===== config.mk =====
export PLATFORM = sky130hd
export DESIGN_NAME = gamepad_auto_repeat_navigator
export DESIGN_NICKNAME = d
export VERILOG_FILES = /design/src/rtl/gpn_pkg.sv /design/src/rtl/gpn_front.sv /design/src/rtl/gpn_queue.sv /design/src/rtl/gpn_back.sv /design/src/rtl/gamepad_auto_repeat_navigator.sv
export SDC_FILE = /design/constraint.sdc
export NUM_CORES = 1
export LEC_CHECK = 0
export BUFFER_PORTS_ARGS = -buffer_cell sky130_fd_sc_hd__buf_2
export CAP_MARGIN = 5
export CORE_MARGIN = 4
export CORE_UTILIZATION = 60
export CTS_CLUSTER_DIAMETER = 80
export DETAILED_ROUTE_END_ITERATION = 16
export PLACE_DENSITY = 0.78
export RECOVER_POWER = 50
export SLEW_MARGIN = 20
export SYNTH_ARGS = -nofsm -noshare
export SYNTH_HDL_FRONTEND = slang
export SYNTH_HIERARCHICAL = 1
export SYNTH_SLANG_ARGS = --single-unit

===== constraint.sdc =====
create_clock -name clk_i -period 8 [get_ports clk_i]
set_input_delay 1.2 -clock clk_i [delete_from_list [all_inputs] [get_ports clk_i]]
set_output_delay 1.2 -clock clk_i [all_outputs]
set_load 0.02 [all_outputs]

===== src/rtl/gpn_pkg.sv =====
// Shared types, command codes and register indexes for the gamepad navigator.
// Used by gpn_front, gpn_queue, gpn_back and the top level.
package gpn_pkg;

  localparam int unsigned MaxCmds = 3;

  localparam logic [1:0] ACT_TICK    = 2'd0;
  localparam logic [1:0] ACT_PRESS   = 2'd1;
  localparam logic [1:0] ACT_RELEASE = 2'd2;
  localparam logic [1:0] ACT_AXIS    = 2'd3;

  localparam logic [2:0] AXIS_LX   = 3'd0;
  localparam logic [2:0] AXIS_LY   = 3'd1;
  localparam logic [2:0] AXIS_LTRG = 3'd2;
  localparam logic [2:0] AXIS_RTRG = 3'd3;
  localparam logic [2:0] AXIS_RX   = 3'd4;
  localparam logic [2:0] AXIS_RY   = 3'd5;

  localparam logic [2:0] REG_DEADZONE  = 3'd0;
  localparam logic [2:0] REG_TRIG_THR  = 3'd1;
  localparam logic [2:0] REG_FIRST_INT = 3'd2;
  localparam logic [2:0] REG_SHORT_INT = 3'd3;
  localparam logic [2:0] REG_INT_STEP  = 3'd4;
  localparam logic [2:0] REG_TRIG_PER  = 3'd5;

  localparam logic [14:0] RST_DEADZONE  = 15'd8000;
  localparam logic [14:0] RST_TRIG_THR  = 15'd16000;
  localparam logic [7:0]  RST_FIRST_INT = 8'd25;
  localparam logic [7:0]  RST_SHORT_INT = 8'd4;
  localparam logic [7:0]  RST_INT_STEP  = 8'd4;
  localparam logic [7:0]  RST_TRIG_PER  = 8'd6;

  localparam logic [3:0] DIR_NONE     = 4'd0;
  localparam logic [3:0] DIR_LS_UP    = 4'd5;
  localparam logic [3:0] DIR_LS_DOWN  = 4'd6;
  localparam logic [3:0] DIR_LS_LEFT  = 4'd7;
  localparam logic [3:0] DIR_LS_RIGHT = 4'd8;
  localparam logic [3:0] DIR_LAST     = 4'd8;

  localparam logic [3:0] BTN_BACK       = 4'd4;
  localparam logic [3:0] BTN_START      = 4'd5;
  localparam logic [3:0] BTN_DPAD_UP    = 4'd8;
  localparam logic [3:0] BTN_DPAD_RIGHT = 4'd11;

  localparam logic [4:0] CMD_START        = 5'd4;
  localparam logic [4:0] CMD_SELECT       = 5'd5;
  localparam logic [4:0] CMD_DIR_OFFSET   = 5'd7;
  localparam logic [4:0] CMD_RSTICK_LEFT  = 5'd16;
  localparam logic [4:0] CMD_RSTICK_RIGHT = 5'd17;
  localparam logic [4:0] CMD_TRIG_LEFT    = 5'd18;
  localparam logic [4:0] CMD_TRIG_RIGHT   = 5'd19;
  localparam logic [4:0] CMD_VOL_UP       = 5'd20;
  localparam logic [4:0] CMD_VOL_DOWN     = 5'd21;

  typedef struct packed {
    logic [1:0]           cnt;
    logic [2:0][4:0]      cmd;
  } bundle_t;

  function automatic logic [4:0] press_cmd(input logic [3:0] btn);
    logic [4:0] c;
    unique case (btn)
      BTN_BACK:  c = CMD_SELECT;
      BTN_START: c = CMD_START;
      default:   c = {1'b0, btn};
    endcase
    return c;
  endfunction

endpackage


===== src/rtl/gpn_front.sv =====
// Front part: configuration registers, hold and repeat state, and event
// classification into a bundle of up to three commands. Uses gpn_pkg.
module gpn_front (
  input  logic                 clk_i,
  input  logic                 rst_ni,
  input  logic                 cfg_we_i,
  input  logic [2:0]           cfg_idx_i,
  input  logic [14:0]          cfg_wdata_i,
  input  logic                 in_valid_i,
  output logic                 in_ready_o,
  input  logic [1:0]           action_i,
  input  logic [3:0]           button_i,
  input  logic [2:0]           axis_i,
  input  logic signed [15:0]   axis_value_i,
  input  logic                 app_active_i,
  input  logic                 space_i,
  output logic                 push_o,
  output gpn_pkg::bundle_t     bundle_o
);

  logic [14:0] deadzone_q, trig_thr_q;
  logic [7:0]  first_int_q, short_int_q, int_step_q, trig_per_q;

  logic [3:0] held_q, held_d;
  logic [7:0] ticks_q, ticks_d;
  logic [7:0] interval_q, interval_d;
  logic [5:0] flags_q, flags_d;
  logic [1:0] trig_q, trig_d;
  logic [7:0] tl_q, tl_d;
  logic [7:0] tr_q, tr_d;

  logic accept;
  logic signed [16:0] v_ext, dz_pos, dz_neg, thr_ext;
  logic below, above, trig_above;

  assign in_ready_o = space_i;
  assign accept     = in_valid_i & space_i;
  assign v_ext      = {axis_value_i[15], axis_value_i};
  assign dz_pos     = {2'b00, deadzone_q};
  assign dz_neg     = -dz_pos;
  assign thr_ext    = {2'b00, trig_thr_q};
  assign below      = v_ext < dz_neg;
  assign above      = v_ext > dz_pos;
  assign trig_above = v_ext > thr_ext;

  always_ff @(posedge clk_i or negedge rst_ni) begin
    if (!rst_ni) begin
      deadzone_q  <= gpn_pkg::RST_DEADZONE;
      trig_thr_q  <= gpn_pkg::RST_TRIG_THR;
      first_int_q <= gpn_pkg::RST_FIRST_INT;
      short_int_q <= gpn_pkg::RST_SHORT_INT;
      int_step_q  <= gpn_pkg::RST_INT_STEP;
      trig_per_q  <= gpn_pkg::RST_TRIG_PER;
    end else if (cfg_we_i) begin
      unique case (cfg_idx_i)
        gpn_pkg::REG_DEADZONE:  deadzone_q  <= cfg_wdata_i;
        gpn_pkg::REG_TRIG_THR:  trig_thr_q  <= cfg_wdata_i;
        gpn_pkg::REG_FIRST_INT: first_int_q <= cfg_wdata_i[7:0];
        gpn_pkg::REG_SHORT_INT: short_int_q <= cfg_wdata_i[7:0];
        gpn_pkg::REG_INT_STEP:  int_step_q  <= cfg_wdata_i[7:0];
        gpn_pkg::REG_TRIG_PER:  trig_per_q  <= cfg_wdata_i[7:0];
        default: ;
      endcase
    end
  end

  always_ff @(posedge clk_i or negedge rst_ni) begin
    if (!rst_ni) begin
      held_q     <= gpn_pkg::DIR_NONE;
      ticks_q    <= '0;
      interval_q <= gpn_pkg::RST_FIRST_INT;
      flags_q    <= '0;
      trig_q     <= '0;
      tl_q       <= '0;
      tr_q       <= '0;
    end else if (accept) begin
      held_q     <= held_d;
      ticks_q    <= ticks_d;
      interval_q <= interval_d;
      flags_q    <= flags_d;
      trig_q     <= trig_d;
      tl_q       <= tl_d;
      tr_q       <= tr_d;
    end
  end

  always_comb begin
    logic [1:0] n;
    logic [8:0] t9;
    logic [2:0] nb;
    logic [3:0] ndir, pdir;
    n          = 2'd0;
    t9         = '0;
    nb         = 3'd0;
    ndir       = gpn_pkg::DIR_LS_LEFT;
    pdir       = gpn_pkg::DIR_LS_RIGHT;
    held_d     = held_q;
    ticks_d    = ticks_q;
    interval_d = interval_q;
    flags_d    = flags_q;
    trig_d     = trig_q;
    tl_d       = tl_q;
    tr_d       = tr_q;
    bundle_o   = '0;

    if (!app_active_i) begin
      held_d = gpn_pkg::DIR_NONE;
      trig_d = '0;
    end else begin
      unique case (action_i)
        gpn_pkg::ACT_TICK: begin
          if (held_q != gpn_pkg::DIR_NONE) begin
            t9 = {1'b0, ticks_q} + 9'd1;
            if (t9 >= {1'b0, interval_q}) begin
              ticks_d = '0;
              if ({1'b0, interval_q} >= ({1'b0, short_int_q} + {1'b0, int_step_q})) begin
                interval_d = interval_q - int_step_q;
              end else begin
                interval_d = short_int_q;
              end
              if (held_q <= gpn_pkg::DIR_LAST) begin
                bundle_o.cmd[n] = {1'b0, held_q} + gpn_pkg::CMD_DIR_OFFSET;
                n = n + 2'd1;
              end
            end else begin
              ticks_d = t9[7:0];
            end
          end
          if (trig_q[0]) begin
            t9 = {1'b0, tl_q} + 9'd1;
            if (t9 >= {1'b0, trig_per_q}) begin
              tl_d = '0;
              bundle_o.cmd[n] = gpn_pkg::CMD_TRIG_LEFT;
              n = n + 2'd1;
            end else begin
              tl_d = t9[7:0];
            end
          end
          if (trig_q[1]) begin
            t9 = {1'b0, tr_q} + 9'd1;
            if (t9 >= {1'b0, trig_per_q}) begin
              tr_d = '0;
              bundle_o.cmd[n] = gpn_pkg::CMD_TRIG_RIGHT;
              n = n + 2'd1;
            end else begin
              tr_d = t9[7:0];
            end
          end
        end
        gpn_pkg::ACT_PRESS: begin
          if (!button_i[3]) begin
            bundle_o.cmd[0] = gpn_pkg::press_cmd(button_i);
            n = 2'd1;
          end else if (button_i <= gpn_pkg::BTN_DPAD_RIGHT) begin
            held_d          = button_i - 4'd7;
            ticks_d         = '0;
            interval_d      = first_int_q;
            bundle_o.cmd[0] = {1'b0, button_i};
            n = 2'd1;
          end
        end
        gpn_pkg::ACT_RELEASE: begin
          if (button_i >= gpn_pkg::BTN_DPAD_UP && button_i <= gpn_pkg::BTN_DPAD_RIGHT &&
              held_q == button_i - 4'd7) begin
            held_d = gpn_pkg::DIR_NONE;
          end
        end
        gpn_pkg::ACT_AXIS: begin
          unique case (axis_i) inside
            gpn_pkg::AXIS_LX, gpn_pkg::AXIS_LY: begin
              if (axis_i == gpn_pkg::AXIS_LX) begin
                nb   = 3'd0;
                ndir = gpn_pkg::DIR_LS_LEFT;
                pdir = gpn_pkg::DIR_LS_RIGHT;
              end else begin
                nb   = 3'd2;
                ndir = gpn_pkg::DIR_LS_UP;
                pdir = gpn_pkg::DIR_LS_DOWN;
              end
              if (below) begin
                if (!flags_q[nb]) begin
                  flags_d[nb]     = 1'b1;
                  held_d          = ndir;
                  ticks_d         = '0;
                  interval_d      = first_int_q;
                  bundle_o.cmd[0] = {1'b0, ndir} + gpn_pkg::CMD_DIR_OFFSET;
                  n = 2'd1;
                end
              end else if (above) begin
                if (!flags_q[nb + 3'd1]) begin
                  flags_d[nb + 3'd1] = 1'b1;
                  held_d             = pdir;
                  ticks_d            = '0;
                  interval_d         = first_int_q;
                  bundle_o.cmd[0]    = {1'b0, pdir} + gpn_pkg::CMD_DIR_OFFSET;
                  n = 2'd1;
                end
              end else begin
                flags_d[nb]        = 1'b0;
                flags_d[nb + 3'd1] = 1'b0;
                if (held_q == ndir || held_q == pdir) begin
                  held_d = gpn_pkg::DIR_NONE;
                end
              end
            end
            gpn_pkg::AXIS_LTRG: begin
              if (trig_above) begin
                if (!trig_q[0]) begin
                  trig_d[0]       = 1'b1;
                  tl_d            = '0;
                  bundle_o.cmd[0] = gpn_pkg::CMD_TRIG_LEFT;
                  n = 2'd1;
                end
              end else begin
                trig_d[0] = 1'b0;
              end
            end
            gpn_pkg::AXIS_RTRG: begin
              if (trig_above) begin
                if (!trig_q[1]) begin
                  trig_d[1]       = 1'b1;
                  tr_d            = '0;
                  bundle_o.cmd[0] = gpn_pkg::CMD_TRIG_RIGHT;
                  n = 2'd1;
                end
              end else begin
                trig_d[1] = 1'b0;
              end
            end
            gpn_pkg::AXIS_RX: begin
              if (below) begin
                if (!flags_q[4]) begin
                  flags_d[4]      = 1'b1;
                  bundle_o.cmd[0] = gpn_pkg::CMD_RSTICK_LEFT;
                  n = 2'd1;
                end
              end else if (above) begin
                if (!flags_q[5]) begin
                  flags_d[5]      = 1'b1;
                  bundle_o.cmd[0] = gpn_pkg::CMD_RSTICK_RIGHT;
                  n = 2'd1;
                end
              end else begin
                flags_d[5:4] = 2'b00;
              end
            end
            gpn_pkg::AXIS_RY: begin
              if (below) begin
                bundle_o.cmd[0] = gpn_pkg::CMD_VOL_UP;
                n = 2'd1;
              end else if (above) begin
                bundle_o.cmd[0] = gpn_pkg::CMD_VOL_DOWN;
                n = 2'd1;
              end
            end
            default: ;
          endcase
        end
        default: ;
      endcase
    end
    bundle_o.cnt = n;
  end

  assign push_o = accept & (bundle_o.cnt != 2'd0);

endmodule


===== src/rtl/gpn_queue.sv =====
// Two-entry queue of command bundles between the front and back parts.
// Uses gpn_pkg::bundle_t.
module gpn_queue (
  input  logic              clk_i,
  input  logic              rst_ni,
  input  logic              push_i,
  input  gpn_pkg::bundle_t  bundle_i,
  output logic              space_o,
  input  logic              pop_i,
  output logic              avail_o,
  output gpn_pkg::bundle_t  bundle_o
);

  gpn_pkg::bundle_t mem_q [2];
  logic       wr_q, rd_q;
  logic [1:0] count_q;

  assign space_o  = count_q != 2'd2;
  assign avail_o  = count_q != 2'd0;
  assign bundle_o = mem_q[rd_q];

  always_ff @(posedge clk_i) begin
    if (push_i) begin
      mem_q[wr_q] <= bundle_i;
    end
  end

  always_ff @(posedge clk_i or negedge rst_ni) begin
    if (!rst_ni) begin
      wr_q    <= 1'b0;
      rd_q    <= 1'b0;
      count_q <= 2'd0;
    end else begin
      if (push_i) wr_q <= ~wr_q;
      if (pop_i)  rd_q <= ~rd_q;
      case ({push_i, pop_i})
        2'b10:   count_q <= count_q + 2'd1;
        2'b01:   count_q <= count_q - 2'd1;
        default: ;
      endcase
    end
  end

endmodule


===== src/rtl/gpn_back.sv =====
// Back part: holds one command bundle and hands out its commands one per
// item, marking the final one. Uses gpn_pkg::bundle_t.
module gpn_back (
  input  logic              clk_i,
  input  logic              rst_ni,
  input  logic              avail_i,
  input  gpn_pkg::bundle_t  bundle_i,
  output logic              pop_o,
  output logic              out_valid_o,
  input  logic              out_ready_i,
  output logic [4:0]        command_o,
  output logic              last_o
);

  logic            busy_q;
  logic [1:0]      idx_q, cnt_q;
  logic [2:0][4:0] cmd_q;
  logic            fire;

  assign out_valid_o = busy_q;
  assign command_o   = cmd_q[idx_q];
  assign last_o      = idx_q == (cnt_q - 2'd1);
  assign fire        = busy_q & out_ready_i;
  assign pop_o       = avail_i & (~busy_q | (fire & last_o));

  always_ff @(posedge clk_i) begin
    if (pop_o) begin
      cmd_q <= bundle_i.cmd;
      cnt_q <= bundle_i.cnt;
    end
  end

  always_ff @(posedge clk_i or negedge rst_ni) begin
    if (!rst_ni) begin
      busy_q <= 1'b0;
      idx_q  <= 2'd0;
    end else if (pop_o) begin
      busy_q <= 1'b1;
      idx_q  <= 2'd0;
    end else if (fire) begin
      if (last_o) begin
        busy_q <= 1'b0;
      end else begin
        idx_q <= idx_q + 2'd1;
      end
    end
  end

endmodule


===== src/rtl/gamepad_auto_repeat_navigator.sv =====
// Top level of the gamepad navigator: front classifier, bundle queue and
// command serializer. Depends on gpn_pkg, gpn_front, gpn_queue, gpn_back.
//
// Input channel (in_valid_i/in_ready_o) takes one event item per cycle while
// the queue has room: tick, button press, button release or axis sample.
// Each item yields zero to three commands, grouped in the front and queued.
// Output channel (out_valid_o/out_ready_i) gives one command item per cycle
// to a ready receiver; last_o marks the final command of its input item.
// An accepted item goes into the bundle queue, then the back part, before its
// first command shows. Throughput: one item per cycle while each yields at
// most one command and the receiver is ready; an item with k commands holds
// the output for k commands. The two-entry bundle queue sets how far input
// runs ahead of output. A stalled receiver holds the current command; the
// input keeps accepting until the queue fills, then in_ready_o drops.
// Configuration writes (cfg_we_i, cfg_idx_i, cfg_wdata_i) land at the edge.
// Reset clears all holds and flags, empties the queue and restores defaults.
module gamepad_auto_repeat_navigator (
  input  logic                clk_i,
  input  logic                rst_ni,
  input  logic                cfg_we_i,
  input  logic [2:0]          cfg_idx_i,
  input  logic [14:0]         cfg_wdata_i,
  input  logic                in_valid_i,
  output logic                in_ready_o,
  input  logic [1:0]          action_i,
  input  logic [3:0]          button_i,
  input  logic [2:0]          axis_i,
  input  logic signed [15:0]  axis_value_i,
  input  logic                app_active_i,
  output logic                out_valid_o,
  input  logic                out_ready_i,
  output logic [4:0]          command_o,
  output logic                last_o
);

  gpn_pkg::bundle_t front_bundle, queue_bundle;
  logic push, space, pop, avail;

  gpn_front u_front (
    .clk_i        (clk_i),
    .rst_ni       (rst_ni),
    .cfg_we_i     (cfg_we_i),
    .cfg_idx_i    (cfg_idx_i),
    .cfg_wdata_i  (cfg_wdata_i),
    .in_valid_i   (in_valid_i),
    .in_ready_o   (in_ready_o),
    .action_i     (action_i),
    .button_i     (button_i),
    .axis_i       (axis_i),
    .axis_value_i (axis_value_i),
    .app_active_i (app_active_i),
    .space_i      (space),
    .push_o       (push),
    .bundle_o     (front_bundle)
  );

  gpn_queue u_queue (
    .clk_i    (clk_i),
    .rst_ni   (rst_ni),
    .push_i   (push),
    .bundle_i (front_bundle),
    .space_o  (space),
    .pop_i    (pop),
    .avail_o  (avail),
    .bundle_o (queue_bundle)
  );

  gpn_back u_back (
    .clk_i       (clk_i),
    .rst_ni      (rst_ni),
    .avail_i     (avail),
    .bundle_i    (queue_bundle),
    .pop_o       (pop),
    .out_valid_o (out_valid_o),
    .out_ready_i (out_ready_i),
    .command_o   (command_o),
    .last_o      (last_o)
  );

endmodule


==> qor.log <==
qor: outcome.status finished, violations left
qor: outcome.violations max-capacitance violations, max-slew violations
qor: floorplan.num_io_pins 57
qor: timing.slew_headroom -101%
qor: job.timing.max_cap.violations 1
qor: floorplan.die_x 142 um
qor: final_layout.antenna-diode-count 0
qor: floorplan.die_area 20,200 sq um
qor: logic_synthesis.syn_area 10,800 sq um
qor: cts.cts_sinks 164
qor: timing.tightestPinTransition 3.01 ns
qor: logic_synthesis.postSynthRegisterBits 164
qor: routing.drt_first_iter_violations 507
qor: global_routing.grt_pass1_wl 39.2 mm
qor: routing.remaining_drc_errors 0
qor: timing.fmax 197 MHz
qor: global_routing.grt_pass1_vias 7,953
qor: worst_setup_path.arrival 5.15 ns
qor: logic_synthesis.synth_top_area_share 21.1%
qor: hold_path.timing.hold.worst.class reg -> reg
qor: logic_synthesis.avgSynthCellArea 9.96 sq um
qor: timing.max_transition_viols_final 56
qor: logic_synthesis.synth.distinct_cells 82
qor: timing.final_hold_vios 0
qor: worst_setup_path.crit_path_start_kind register
qor: logic_synthesis.synth_area_leader_cell dfrtp_1
qor: routing.firstDrtPassIters 5
qor: timing.finalCriticalPeriod 5.09 ns
qor: place.hpwlAfterDp 17.1 mm
qor: timing.rsz0062_at_grt no
qor: routing.vias 8,127
qor: worst_setup_path.crit_path_max_fanout 17
qor: routing.ant_nets 0
qor: worst_setup_path.setup.worst_path.end_class register
qor: floorplan.floorplan.rows 48
qor: final_layout.sequential_cell_area 4390 sq um
qor: final_layout.fillCellCount 1,357
qor: global_routing.antenna_found_initial 0
qor: global_routing.grt_start_max_net_pins 60
qor: cts.cts_made_buffers 17
qor: logic_synthesis.synth_enable_flop_cells 51
qor: place.gp_congestion 0.908
qor: routing.viasPerCell 5.96
qor: floorplan.start_util 61.9%
qor: floorplan.fp.coreArea 17,500 sq um
qor: final_layout.share_of_post_route_cells_with_drive_strength_above_1 15.6%
qor: final_layout.multi_input_area 5850 sq um
qor: routing.drt-total-wl 23.0 mm
qor: global_routing.grt_util_all_layers 23.9%
qor: power_and_ir_drop.power_per_cell_area 287 nW/um^2
qor: routing.detail_route.wl_per_cell 16.9 um
qor: logic_synthesis.number_of_instances_in_the_synthesized_netlist 1,086
qor: final_layout.layout.cells.most_common_list nand2_1, o21ai_0, ha_1
qor: cts.worstSkewPairLatency 0.44 ns
qor: cts.htree_num_levels 4
qor: cts.cts.root.buffer_cell clkbuf_16
qor: logic_synthesis.post_synth_main_area_contributors dfrtp_1, edfxtp_1, ha_1
qor: timing.timing.hold.ws 0.481 ns
qor: cts.cts.path.max_buffers 2
qor: cts.clk_transition_reported_paths 0.07 ns
qor: cts.tritoncts yes
qor: logic_synthesis.ys.flop_type dfrtp_1
qor: timing.clock_skew 0.0114 ns
qor: cts.cts.repair.resized 0
qor: timing.final.period_utilization 63.6%
qor: worst_setup_path.timing.critical_path.required 8.06 ns
qor: logic_synthesis.async_flop_share 68.9%
qor: timing.setup-tns-final 0 ns
qor: final_layout.area_growth_syn_to_layout 8.87%
qor: cts.cts-hold-fix-buffers 0
qor: floorplan.die-height 142 um
qor: global_routing.grt_remaining_overflow 0
qor: final_layout.fin_nets 1,282
qor: power_and_ir_drop.vdd.ir_drop.worst 0.271 mV
qor: place.port_buffers 56
qor: logic_synthesis.synth-warning-count 6
qor: logic_synthesis.synth_sequential_area_ratio 40.6%
qor: cts.post_cts_repair_setup_buffers 0
qor: timing.setup_viol 0
qor: power_and_ir_drop.leakage 5.22 nW
qor: worst_setup_path.worstSetupPathType reg -> reg
cell families (layout without fill, tap and decap cells):
group | Yosys count | after routing | share of synthesized area (%)
AND/OR/NAND/NOR | 301 | 301 | 13.9
AO/OA/AOI/OAI | 258 | 258 | 15.5
flip-flops | 164 | 164 | 40.6
buffers and inverters | 130 | 179 | 5.19
adder cells (fa/ha/maj) | 108 | 108 | 12.6
multiplexers | 69 | 69 | 7.61
XOR/XNOR | 55 | 55 | 4.52
other | 1 | 4 | 0.0347
registers in the layout, summed over array words and instances, names as in the netlist, 15 cells and up:
register / flops
u_front/trig_thr_q: 15
u_front/deadzone_q: 15
u_queue/mem_q: 34
u_back/cmd_q: 15
through the flow:
step | worst slack, ns | instance area (sq um) | power, W | utilization, % | std cells
final | 2.91 | 11800 | 0.00338 | 67.4 | 1363
after global placement | 3.22 | 11200 | 0.00248 | 64.1 | 1331
after floorplan | 3.31 | 10800 | 0.00224 | - | 1089
after global routing | 2.42 | 11800 | 0.00364 | 67.4 | 1363
after detailed placement | 3.05 | 11200 | 0.00253 | 64.1 | 1331
after CTS | 3.00 | 11800 | 0.00341 | 67.7 | 1363
critical path, stage by stage, from the launching register on:
cell and delay, ns:
dfrtp_1 0.43, nor2_1 0.20, nand3_1 0.12, nor3_1 0.34, nand2_1 0.15, nor3_1 0.18
nand4_1 0.18, nor2_1 0.15, xnor2_1 0.14, ha_1 0.26, a21oi_1 0.16, o21ai_0 0.10
a221oi_1 0.30, a21o_1 0.17, and2_1 0.31, mux2_2 0.38, o22a_1 0.20, a21oi_1 0.24
and2_1 0.71
path summary, 6_finish.rpt:
| check | startpoint | cells after the start | endpoint | slack, ns |
|---|---|---|---|---|
| worst max-delay path | u_front/deadzone_q[2]$_DFFE_PN0P_ | 18 | u_queue/mem_q[1][13]$_DFFE_PP_ | 2.91 |
| min in group asynchronous | rst_ni | 1 | u_front/deadzone_q[2]$_DFFE_PN0P_ | 1.75 |
| max in group asynchronous | rst_ni | 2 | u_front/ticks_q[6]$_DFFE_PN0P_ | 4.25 |
| worst max register to register | u_front/deadzone_q[2]$_DFFE_PN0P_ | 18 | u_queue/mem_q[1][13]$_DFFE_PP_ | 2.91 |
| worst min register to register | u_queue/count_q[1]$_DFFE_PN0P_ | 1 | u_queue/count_q[1]$_DFFE_PN0P_ | 0.48 |
| worst min-delay path | u_queue/count_q[1]$_DFFE_PN0P_ | 1 | u_queue/count_q[1]$_DFFE_PN0P_ | 0.48 |
cells in the mapped netlist (22+ instances only):
cell type / n
edfxtp_1: 51
inv_1: 86
mux2_2: 38
a21oi_1: 37
o21ai_0: 106
xnor2_1: 35
ha_1: 106
clkbuf_1: 23
dfstp_2: 22
nand2_1: 106
nand3_1: 34
nor2_1: 47
dfrtp_1: 91
final cells by class:
class | instances | share of cell area, %
clock buffer | 17 | 3.61
clock inverter | 15 | 1.73
timing repair buffer | 61 | 2.59
tap | 225 | 2.39
sequential | 164 | 37.2
inverter | 86 | 2.74
multi-input combinational | 795 | 49.7
power by group:
group / internal [W] / total, W / switching, W
Combinational: 0.000586 / 0.00127 / 0.000689
Sequential: 0.00107 / 0.00124 / 0.000168
Clock: 0.000482 / 0.000866 / 0.000385
metal layers:
| metal | track usage [%] | routed length, um | vias up | part of all wire (%) |
|---|---|---|---|---|
| met2 | 39.1 | 10800 | 212 | 47 |
| met5 | 0 | 0 | - | 0 |
| met4 | 7.68 | 441 | 0 | 1.9 |
| met1 | 33.2 | 10800 | 3889 | 47 |
| li1 | - | - | 3991 | - |
| met3 | 3.46 | 1060 | 35 | 4.6 |
(Power assumes the default switching activity.)
